<file path="config.mk">
export PLATFORM = sky130hd
export DESIGN_NAME = stereo_parametric_eq_section_core
export DESIGN_NICKNAME = d
export VERILOG_FILES = /design/src/rtl/speq_pkg.sv /design/src/rtl/stereo_parametric_eq_section_core.sv /design/src/rtl/speq_ctrl.sv /design/src/rtl/speq_dp.sv
export SDC_FILE = /design/constraint.sdc
export NUM_CORES = 2
export LEC_CHECK = 0
export ABC_CLOCK_PERIOD_IN_PS = 22700
export BUFFER_PORTS_ARGS = -buffer_cell sky130_fd_sc_hd__buf_2
export CAP_MARGIN = 40
export CORE_ASPECT_RATIO = 1.25
export CORE_MARGIN = 8
export CORE_UTILIZATION = 65
export DETAILED_ROUTE_END_ITERATION = 7
export PLACE_DENSITY = 0.9
export SYNTH_ARGS = -nofsm -noshare
export SYNTH_HDL_FRONTEND = slang
export SYNTH_HIERARCHICAL = 1
export SYNTH_SLANG_ARGS = --single-unit
</file>
<file path="constraint.sdc">
create_clock -name clk -period 22.7 [get_ports clk]
set_input_delay 3.405 -clock clk [delete_from_list [all_inputs] [get_ports clk]]
set_output_delay 3.405 -clock clk [all_outputs]
set_load 0.05 [all_outputs]
</file>
<file path="src/rtl/speq_pkg.sv">
// shared constants, types and codes for the stereo parametric eq section
// no dependencies; imported by speq_ctrl, speq_dp and the top level
package speq_pkg;

  localparam int SAMPLE_BITS = 24;
  localparam int COEF_FRAC   = 22;
  localparam int CHANNELS    = 2;
  localparam int COEF_BITS   = 25;
  localparam int STATE_BITS  = 32;

  localparam int CH_W      = (CHANNELS > 1) ? $clog2(CHANNELS) : 1;
  localparam int TDATA_W   = ((CHANNELS * SAMPLE_BITS + 7) / 8) * 8;
  localparam int CFG_IDX_W = 3;

  // configuration register indexes
  typedef enum logic [CFG_IDX_W-1:0] {
    REG_START_C1 = 3'd0,
    REG_START_C2 = 3'd1,
    REG_START_GG = 3'd2,
    REG_STEP_C1  = 3'd3,
    REG_STEP_C2  = 3'd4,
    REG_STEP_GG  = 3'd5,
    REG_SMOOTH   = 3'd6
  } cfg_reg_t;

  // one multiply-and-update step of the lattice section
  typedef enum logic [2:0] {
    STEP_Y,
    STEP_T,
    STEP_OUT,
    STEP_Y2,
    STEP_Z2
  } step_t;

  typedef enum logic [1:0] {
    ST_IDLE,
    ST_MUL,
    ST_ACC,
    ST_FINISH
  } ctrl_state_t;

  typedef struct packed {
    logic            load;
    logic            mul;
    logic            acc;
    logic            emit;
    step_t           step;
    logic [CH_W-1:0] ch;
  } eq_cmd_t;

  typedef struct packed {
    logic out_free;
  } eq_status_t;

endpackage

</file>
<file path="src/rtl/stereo_parametric_eq_section_core.sv">
// top level of the stereo parametric eq section
// depends on speq_pkg, speq_ctrl and speq_dp
//
// Stereo second-order allpass-lattice peaking section, Q22 coefficients
// shared by both channels, 24-bit samples in and saturated 24-bit samples
// out, one output frame per input frame with tlast passed through. Each
// frame is accepted, then runs five multiplies per channel on the single
// shared multiplier, each a product step (ST_MUL) and an update step
// (ST_ACC), then waits in ST_FINISH until the output register is free and
// loads it; only then is the next frame accepted. The output register lets
// a new frame be taken while the previous result still waits. Writing a
// start value loads the running coefficient. With smooth_mode set, every
// frame first adds the step values to the running coefficients, saturating
// at 25 bits; a configuration write as a frame is accepted skips that ramp.
module stereo_parametric_eq_section_core (
  input  logic                           clk,
  input  logic                           rst,
  input  logic                           cfg_we,
  input  logic [speq_pkg::CFG_IDX_W-1:0] cfg_index,
  input  logic [speq_pkg::COEF_BITS-1:0] cfg_data,
  input  logic                           s_axis_tvalid,
  output logic                           s_axis_tready,
  input  logic [speq_pkg::TDATA_W-1:0]   s_axis_tdata,  // left_in, right_in
  input  logic                           s_axis_tlast,  // block_end_in
  output logic                           m_axis_tvalid,
  input  logic                           m_axis_tready,
  output logic [speq_pkg::TDATA_W-1:0]   m_axis_tdata,  // left_out, right_out
  output logic                           m_axis_tlast   // block_end_out
);
  import speq_pkg::*;

  eq_cmd_t    cmd;
  eq_status_t status;

  speq_ctrl u_ctrl (
    .clk      (clk),
    .rst      (rst),
    .in_valid (s_axis_tvalid),
    .in_ready (s_axis_tready),
    .status   (status),
    .cmd      (cmd)
  );

  speq_dp u_dp (
    .clk       (clk),
    .rst       (rst),
    .cfg_we    (cfg_we),
    .cfg_index (cfg_index),
    .cfg_data  (cfg_data),
    .in_data   (s_axis_tdata),
    .in_last   (s_axis_tlast),
    .cmd       (cmd),
    .status    (status),
    .out_valid (m_axis_tvalid),
    .out_ready (m_axis_tready),
    .out_data  (m_axis_tdata),
    .out_last  (m_axis_tlast)
  );

endmodule

</file>
<file path="src/rtl/speq_ctrl.sv">
// sequencer for the eq section: walks five multiply steps per channel
// depends on speq_pkg; drives speq_dp through eq_cmd_t
module speq_ctrl (
  input  logic                 clk,
  input  logic                 rst,
  input  logic                 in_valid,
  output logic                 in_ready,
  input  speq_pkg::eq_status_t status,
  output speq_pkg::eq_cmd_t    cmd
);
  import speq_pkg::*;

  ctrl_state_t     state, state_next;
  step_t           step, step_next;
  logic [CH_W-1:0] ch, ch_next;

  always_ff @(posedge clk) begin
    if (rst) begin
      state <= ST_IDLE;
      step  <= STEP_Y;
      ch    <= '0;
    end else begin
      state <= state_next;
      step  <= step_next;
      ch    <= ch_next;
    end
  end

  always_comb begin
    state_next = state;
    step_next  = step;
    ch_next    = ch;
    case (state)
      ST_IDLE: begin
        if (in_valid) begin
          state_next = ST_MUL;
          step_next  = STEP_Y;
          ch_next    = '0;
        end
      end
      ST_MUL: begin
        state_next = ST_ACC;
      end
      ST_ACC: begin
        state_next = ST_MUL;
        case (step)
          STEP_Y:   step_next = STEP_T;
          STEP_T:   step_next = STEP_OUT;
          STEP_OUT: step_next = STEP_Y2;
          STEP_Y2:  step_next = STEP_Z2;
          STEP_Z2: begin
            step_next = STEP_Y;
            if (ch == CH_W'(CHANNELS - 1)) begin
              state_next = ST_FINISH;
            end else begin
              ch_next = ch + 1'b1;
            end
          end
          default:  step_next = STEP_Y;
        endcase
      end
      ST_FINISH: begin
        // hold until the output register can take the frame
        if (status.out_free) begin
          state_next = ST_IDLE;
        end
      end
      default: state_next = ST_IDLE;
    endcase
  end

  always_comb begin
    in_ready  = 1'b0;
    cmd       = '0;
    cmd.step  = step;
    cmd.ch    = ch;
    case (state)
      ST_IDLE: begin
        in_ready = 1'b1;
        cmd.load = in_valid;
      end
      ST_MUL:    cmd.mul  = 1'b1;
      ST_ACC:    cmd.acc  = 1'b1;
      ST_FINISH: cmd.emit = status.out_free;
      default: ;
    endcase
  end

endmodule

</file>
<file path="src/rtl/speq_dp.sv">
// datapath of the eq section: coefficient registers, shared multiplier,
// lattice state per channel and the output register; depends on speq_pkg
module speq_dp (
  input  logic                           clk,
  input  logic                           rst,
  input  logic                           cfg_we,
  input  logic [speq_pkg::CFG_IDX_W-1:0] cfg_index,
  input  logic [speq_pkg::COEF_BITS-1:0] cfg_data,
  input  logic [speq_pkg::TDATA_W-1:0]   in_data,
  input  logic                           in_last,
  input  speq_pkg::eq_cmd_t              cmd,
  output speq_pkg::eq_status_t           status,
  output logic                           out_valid,
  input  logic                           out_ready,
  output logic [speq_pkg::TDATA_W-1:0]   out_data,
  output logic                           out_last
);
  import speq_pkg::*;

  localparam int T_W   = STATE_BITS + 2;
  localparam int P_W   = COEF_BITS + T_W;
  localparam int EXT_W = P_W + 1;

  function automatic logic signed [STATE_BITS-1:0] sat_state(
    input logic signed [EXT_W-1:0] v);
    logic signed [EXT_W-1:0] hi;
    hi = v >>> (STATE_BITS - 1);
    if (hi == '0 || hi == '1) return v[STATE_BITS-1:0];
    return v[EXT_W-1] ? {1'b1, {(STATE_BITS-1){1'b0}}} : {1'b0, {(STATE_BITS-1){1'b1}}};
  endfunction

  function automatic logic signed [SAMPLE_BITS-1:0] sat_sample(
    input logic signed [EXT_W-1:0] v);
    logic signed [EXT_W-1:0] hi;
    hi = v >>> (SAMPLE_BITS - 1);
    if (hi == '0 || hi == '1) return v[SAMPLE_BITS-1:0];
    return v[EXT_W-1] ? {1'b1, {(SAMPLE_BITS-1){1'b0}}} : {1'b0, {(SAMPLE_BITS-1){1'b1}}};
  endfunction

  function automatic logic signed [COEF_BITS-1:0] sat_coef(
    input logic signed [COEF_BITS:0] v);
    if (v[COEF_BITS] == v[COEF_BITS-1]) return v[COEF_BITS-1:0];
    return v[COEF_BITS] ? {1'b1, {(COEF_BITS-1){1'b0}}} : {1'b0, {(COEF_BITS-1){1'b1}}};
  endfunction

  logic signed [COEF_BITS-1:0]   run_c1, run_c2, run_gg;
  logic signed [COEF_BITS-1:0]   step_c1, step_c2, step_gg;
  logic                          smooth_mode;
  logic signed [SAMPLE_BITS-1:0] x_reg [CHANNELS];
  logic signed [SAMPLE_BITS-1:0] o_reg [CHANNELS];
  logic signed [STATE_BITS-1:0]  z1 [CHANNELS];
  logic signed [STATE_BITS-1:0]  z2 [CHANNELS];
  logic signed [STATE_BITS-1:0]  y_reg, y2_reg;
  logic signed [T_W-1:0]         t_reg;
  logic                          last_reg;
  logic signed [P_W-1:0]         prod_reg;

  logic signed [COEF_BITS-1:0]   mul_a;
  logic signed [T_W-1:0]         mul_b;
  logic signed [P_W-1:0]         mul_res;
  logic signed [P_W-1:0]         shifted;
  logic signed [STATE_BITS-1:0]  q;
  logic signed [SAMPLE_BITS-1:0] x_cur;
  logic signed [STATE_BITS-1:0]  z1_cur, z2_cur;
  logic [TDATA_W-1:0]            o_packed;

  assign x_cur  = x_reg[cmd.ch];
  assign z1_cur = z1[cmd.ch];
  assign z2_cur = z2[cmd.ch];

  // operand selection for the shared multiplier
  always_comb begin
    case (cmd.step)
      STEP_Y:   begin mul_a = run_c2; mul_b = T_W'(z2_cur); end
      STEP_T:   begin mul_a = run_c2; mul_b = T_W'(y_reg);  end
      STEP_OUT: begin mul_a = run_gg; mul_b = t_reg;        end
      STEP_Y2:  begin mul_a = run_c1; mul_b = T_W'(z1_cur); end
      STEP_Z2:  begin mul_a = run_c1; mul_b = T_W'(y2_reg); end
      default:  begin mul_a = run_c1; mul_b = '0;           end
    endcase
  end

  assign mul_res = mul_a * mul_b;
  // floor shift of the registered product back to the value scale
  assign shifted = prod_reg >>> COEF_FRAC;
  assign q       = sat_state(EXT_W'(shifted));

  always_comb begin
    o_packed = '0;
    for (int c = 0; c < CHANNELS; c++) begin
      o_packed[c*SAMPLE_BITS +: SAMPLE_BITS] = o_reg[c];
    end
  end

  assign status.out_free = !out_valid || out_ready;

  always_ff @(posedge clk) begin
    if (rst) begin
      run_c1      <= '0;
      run_c2      <= '0;
      run_gg      <= '0;
      step_c1     <= '0;
      step_c2     <= '0;
      step_gg     <= '0;
      smooth_mode <= 1'b0;
      out_valid   <= 1'b0;
      for (int c = 0; c < CHANNELS; c++) begin
        z1[c] <= '0;
        z2[c] <= '0;
      end
    end else begin
      if (cfg_we) begin
        case (cfg_index)
          REG_START_C1: run_c1      <= cfg_data;
          REG_START_C2: run_c2      <= cfg_data;
          REG_START_GG: run_gg      <= cfg_data;
          REG_STEP_C1:  step_c1     <= cfg_data;
          REG_STEP_C2:  step_c2     <= cfg_data;
          REG_STEP_GG:  step_gg     <= cfg_data;
          REG_SMOOTH:   smooth_mode <= cfg_data[0];
          default: ;
        endcase
      end else if (cmd.load && smooth_mode) begin
        // coefficient ramp, once per frame before filtering
        run_c1 <= sat_coef((COEF_BITS+1)'(run_c1) + (COEF_BITS+1)'(step_c1));
        run_c2 <= sat_coef((COEF_BITS+1)'(run_c2) + (COEF_BITS+1)'(step_c2));
        run_gg <= sat_coef((COEF_BITS+1)'(run_gg) + (COEF_BITS+1)'(step_gg));
      end

      if (cmd.acc && cmd.step == STEP_Z2) begin
        z2[cmd.ch] <= sat_state(EXT_W'(z1_cur) + EXT_W'(q));
        z1[cmd.ch] <= y2_reg;
      end

      if (cmd.emit) begin
        out_valid <= 1'b1;
      end else if (out_ready) begin
        out_valid <= 1'b0;
      end
    end
  end

  // payload registers
  always_ff @(posedge clk) begin
    if (cmd.load) begin
      for (int c = 0; c < CHANNELS; c++) begin
        x_reg[c] <= in_data[c*SAMPLE_BITS +: SAMPLE_BITS];
      end
      last_reg <= in_last;
    end
    if (cmd.mul) begin
      prod_reg <= mul_res;
    end
    if (cmd.acc) begin
      case (cmd.step)
        STEP_Y:   y_reg  <= sat_state(EXT_W'(x_cur) - EXT_W'(q));
        STEP_T:   t_reg  <= T_W'(z2_cur) + T_W'(q) - T_W'(x_cur);
        STEP_OUT: o_reg[cmd.ch] <= sat_sample(EXT_W'(x_cur) - EXT_W'(shifted));
        STEP_Y2:  y2_reg <= sat_state(EXT_W'(y_reg) - EXT_W'(q));
        default: ;
      endcase
    end
    if (cmd.emit) begin
      out_data <= o_packed;
      out_last <= last_reg;
    end
  end

endmodule
</file>
After elaboration in Yosys (flattened, before gate mapping)
Memory sizes are Yosys's and may differ from the RTL's. A register that Yosys moved wholly into a read port is not among the register bits.
Index checks and enable logic that the tools add are counted.
- flip-flop bits (word level): 317
- bits in writable memories: 224
- bits of input ports: 82
- word-level logic and storage cells: 200
- memories: 4
- memories (memory ; words ; bits a word ; read ports ; clocked after Yosys merged registers in ; write ports ; RTL line ; RTL):
    u_dp.z1 ; 2 ; 32 ; 1 ; 1 ; 2 ; speq_dp.sv:51 ; logic signed [STATE_BITS-1:0] z1 [CHANNELS];
    u_dp.z2 ; 2 ; 32 ; 1 ; 1 ; 2 ; speq_dp.sv:52 ; logic signed [STATE_BITS-1:0] z2 [CHANNELS];
    u_dp.o_reg ; 2 ; 24 ; 2 ; 2 ; 1 ; speq_dp.sv:50 ; logic signed [SAMPLE_BITS-1:0] o_reg [CHANNELS];
    u_dp.x_reg ; 2 ; 24 ; 1 ; 1 ; 2 ; speq_dp.sv:49 ; logic signed [SAMPLE_BITS-1:0] x_reg [CHANNELS];
- add/sub/neg operators: 10
- multiply operators: 1
- equal/unequal tests: 27
- muxes and demuxes: 105
- reductions and logical operators: 36
- operators by type and width (cell ; number):
    $mux W32 ; 16
    $mux W25 ; 18
    $eq A60 B60 Y1 const B ; 5
    $logic_not A60 Y1 ; 5
    $pmux W34 S5 ; 1
    $mux W24 ; 5
    $add A25 B25 Y26 ; 3
    $add A32 B32 Y33 ; 2
    $reduce_or A32 Y1 ; 2
    $mul A25 B34 Y59 ; 1
    $mux W1 ; 55
    $pmux W25 S2 ; 1
    $sub A24 B37 Y38 ; 1
    $sub A33 B24 Y34 ; 1
    $sub A24 B32 Y33 ; 1
    $sub A32 B32 Y33 ; 1
    $reduce_and A2 Y1 ; 12
    $eq A3 B2 Y1 const B ; 4
    $eq A3 B3 Y1 const B ; 4
    $pmux W3 S4 ; 1
    $mux W2 ; 4
    $ne A2 B1 Y1 const B ; 4
    $pmux W2 S4 ; 1
    $eq A3 B1 Y1 const B ; 2
    other kinds (16) ; 29

Longest topological paths before layout
- depth after elaboration: 14
- depth in mapped cells: 38
- mapped depth without buffers: 33

Hierarchy
Netlist, hierarchy kept.
- by module, submodules not included (module ; times used ; cells each ; area each (um^2) ; seq. area each (um^2)):
    speq_dp ; 1 ; 6712 ; 63848.7 ; 15324.7
    speq_ctrl ; 1 ; 36 ; 310.3 ; 120.1

Least setup slack after synthesis
No wires, ideal clock.
- path type: input to register
- start point: input port s_axis_tvalid
- end point: register u_dp.run_gg[10]
- arrival: 8984 ps
- required time: 22576 ps
- slack: 13591 ps
- cell stages on the path: 9
- path through: nor3b_1 -> nand3_1 -> and2_1 -> nor2_1 -> o2bb2ai_1 -> nand2_1 -> nand2_1 -> buf_2 -> a31oi_1
- longest elaborated chain between the ends: 4
- ends and longest elaborated chain (what ; RTL line ; RTL):
    start: declaration ; stereo_parametric_eq_section_core.sv:21 ; input logic s_axis_tvalid,
    $mux W1 ; speq_ctrl.sv:77 ; case (state)
    $logic_and A1 B1 Y1 ; speq_dp.sv:123 ; end else if (cmd.load && smooth_mode) begin
    $reduce_bool A2 Y1 (no source line) ; - ;
    $reduce_and A2 Y1 (no source line) ; - ;
    end signal: assignment ; speq_dp.sv:116 ; REG_START_GG: run_gg <= cfg_data;
    end signal: assignment ; speq_dp.sv:127 ; run_gg <= sat_coef((COEF_BITS+1)'(run_gg) + (COEF_BITS+1)'(step_gg));
    end: declaration ; speq_dp.sv:46 ; logic signed [COEF_BITS-1:0] run_c1, run_c2, run_gg;
Every way passes these cells.
A chain may end at the register's enable or synchronous reset.

==> summary.md <==
| Metric | Value |
|---|---|
| Sink Count | roughly 570 |
| Reg area | between 15000 and 20000 um2 |
| F_max | roughly 88 MHz |
| DRT iter0 DRCs | 5014 |
| Critical path required time | roughly 23 ns |
| Met1 WL | 65500 um |
| Syn_nets | 8162 |
| Crit path capture type | register |
| Slew @ Worst Pin | about 1.1 ns |
| Post-synth cell types | 104 |
| Synth Instances | about 6700 |
| Number of remaining DRC errors | 2 |
| Sw frac | 0.402 |
| Share of layout cells above drive strength 1 | 0.0773 |
| Mapped Area | ~64000 um2 |
| Clock Latency Late Sink | 0.68 ns |
| Top Registers | u_dp/z1 x64, u_dp/z2 x64 |
| Sw power | 1.70 mW |
| Uppermost layer routed | met5 |
| Clock share of power | 0.247 |
| Pwr/cell area | roughly 60 nW/um2 |
| Worst-path clk slew | around 0.07 ns |
| # port buffers | 132 |
| Row count | 129 |
| Leak Pwr | 32.5 nW |
| Final wirelength | 196000 um |
| Filler cell count in the final layout | approximately 7000 |
| Failing checks | design-rule violations |
| Fin nets | around 8000 |
| Post-synth EDFFs | 409 |
| Fin crit share | 0.503 |
| CTS tree | yes |
| CP startpoint kind | register |
| # IOs | about 130 |
| Max IR drop VDD | roughly 0.000072 V |
| FF-to-FF path depth | 33 |
| Area Overhead vs Synth | 7.21% |
| Max Cap Violations | 0 |
| Post-cts resize count | 0 |
| Area of the multi-input gates | between 40000 and 50000 um2 |
| #FFs+latches synth | 567 |
| Die Width | 297 um |
| Antenna viol nets, final | 0 |
| Pint | roughly 2.5 mW |
| Status | complete, but fails checks |
| Vias | between 50000 and 60000 |
| Met2 wire length | a little over 90000 um |
| CTS buffer count | 60 |
| Synthesis warning total | 6 |
| WL per Instance | about 24 um |
| Htree depth | 2 |
| Period minus WS final | 11.41 ns |
| Setup Fix Bufs, Post-CTS | 0 |
| CP Class | register to register |
| Cell area after layout | 68800 um2 |
| Maximum clock insertion buffer count | 3 |
| Max Slew Vio Count | 0 |
| Number of antenna violations at the first check in global routing | 2 |
| Reg power frac | 0.300 |
| Most frequent cells in the layout | 1011 x inv_1, 903 x fa_1, 770 x nand2_1 |
| Cell repeated most along the worst path | fa_1 |
| Gr usage total | 0.354 |
| DP Area | roughly 67000 um2 |
| Setup TNS | 0 ns |
| Post-synthesis sequential area ratio | 0.241 |
| Clk root buf | clkbuf_16 |
| Skew final | about 0.039 ns |
| Routed wl met3 | roughly 21000 um |
| Largest net degree at the start of global routing | 63 |
| RSZ-0062 raised after global routing | no |
| Largest stage delay on the critical path | 0.80 ns |
| Post-DP HPWL | around 150000 um |
| Quantity of hold-fixing buffers added after cts | 0 |
| Slew HR | 0.257 |
| Core area | between 90000 and 100000 um2 |
| Worst Path Arrival | approximately 12 ns |
| Initial Util | 0.652 |
| Die area | approximately 110000 um2 |
| Internal reg-to-reg setup slack | roughly 11 ns |
| Routability Congestion | about 1.0 |
| Comb pwr share | 0.453 |
| Pre-Repair DR Iteration Count | 8 |
| Fraction of registers with async set/reset | 0 |
| Die H | approximately 370 um |
| Final setup viols | 0 |
| Avg Cell Area, Syn | 9.51 um2 |
| Worst hold path class | register to register |
| Primary FF master, synth | edfxtp_1 |
| CP max stage cell | o22a_1 |
| Hold Violations, Final | 0 |
| Vias in the first global route | 54600 |
| Most common cell after layout, fill and taps aside | inv_1 |
| First-pass GRT wire length | approximately 300000 um |
| Worst hold stages | 0 |
| Routed vias/inst | 6.35 |
| Critical path peak fanout | 60 |
| Total gr overflow | 0 |
==> metal layers <==
| layer | global-route usage | vias to the layer above |
|---|---|---|
| met4 | 0.251 | 2 |
| li1 | - | 22100 |
| met1 | 0.401 | 24900 |
| met2 | 0.592 | 3478 |
| met3 | 0.0789 | 1070 |
| met5 | 0 | - |
==> power by group through the flow <==
stage	logic (mW)	registers, mW	clock network [mW]
finish	1.91	1.27	1.04
floorplan	1.31	1.27	0
detailed placement	1.84	1.29	0
CTS	1.86	1.26	1.05
global placement	1.77	1.28	0
global route	2.07	1.27	1.08
==> synth_stat cells, drive strengths merged, types with 16 or more instances <==
master | count | area [um2]
o22ai | 36 | 225
ha | 429 | 5370
nand2b | 60 | 375
a31oi | 54 | 338
a21o | 178 | 1340
and3 | 68 | 425
nand3 | 57 | 290
clkbuf | 254 | 955
a221o | 20 | 200
nand2 | 772 | 2900
o21ai | 179 | 896
mux2i | 108 | 1080
inv | 1012 | 3800
nor2b | 49 | 307
nor3 | 33 | 165
o21bai | 54 | 409
fa | 903 | 18100
edfxtp | 409 | 12300
mux2 | 62 | 698
xnor2 | 157 | 1390
a21oi | 378 | 1900
a21boi | 20 | 150
nor2 | 700 | 2640
a211oi | 44 | 340
dfxtp | 158 | 3160
o31ai | 16 | 130
o21a | 33 | 248
xor2 | 94 | 823
a221oi | 23 | 201
o22a | 29 | 254
and2 | 80 | 500
nand4 | 24 | 150
a311oi | 16 | 140
buf | 43 | 249
==> final cells by class <==
cell class / count / area share
Clock inverter: 40 / 0.00646
Antenna cell: 1 / 0.0000364
Multi-Input combinational cell: 4872 / 0.640
Timing Repair Buffer: 256 / 0.0265
Tap cell: 1310 / 0.0238
Clock buffer: 73 / 0.0234
Inverter: 1012 / 0.0552
Sequential cell: 567 / 0.225
==> cell families (layout without fill, tap and decap cells) <==
kind of cell	count (synthesis)	count (layout)	share of synthesized area
compound gates	1186	1186	0.121
xor+xnor	251	251	0.0345
fa+ha+maj	1347	1347	0.368
buf+inv	1309	1381	0.0780
flops	567	567	0.241
mux	170	170	0.0277
other cells	0	1	0
simple gates	1918	1918	0.130
==> path summary, 6_finish.rpt <==
kind / startpoint / endpoint
worst max register to register: u_ctrl/ch / u_dp/prod_reg[58]
worst min register to register: u_dp/o_reg[1][16] / u_dp/out_data[40]
worst min-delay path: u_dp/o_reg[1][16] / u_dp/out_data[40]
worst max-delay path: u_ctrl/ch / u_dp/prod_reg[58]
==> per-stage QoR <==
step           total power [mW]  setup slack (ns)  utilization  instances  hold slack, ns
5_1_grt                    4.42             11.13        0.699       8131           0.411
3_3_place_gp               3.05             11.39        0.673       7992           0.401
4_1_cts                    4.18             11.60        0.698       8128           0.402
3_5_place_dp               3.13             11.61        0.677       8015           0.405
6_report                   4.22             11.29        0.699       8131           0.405
2_1_floorplan              2.58             13.59            -       6748           0.400
==> worst max-delay path: cells and delay by family, from the launching register on <==
kind / cells / cell delay (ns)
AO/OA/AOI/OAI: 10 / 3.34
multiplexers: 2 / 0.67
buffers and inverters: 9 / 2.06
adder cells (fa/ha/maj): 8 / 3.86
AND/OR/NAND/NOR: 3 / 0.45
XOR/XNOR: 1 / 0.15
flip-flops: 1 / 0.58
No activity file was read; power rests on OpenSTA's default activity.
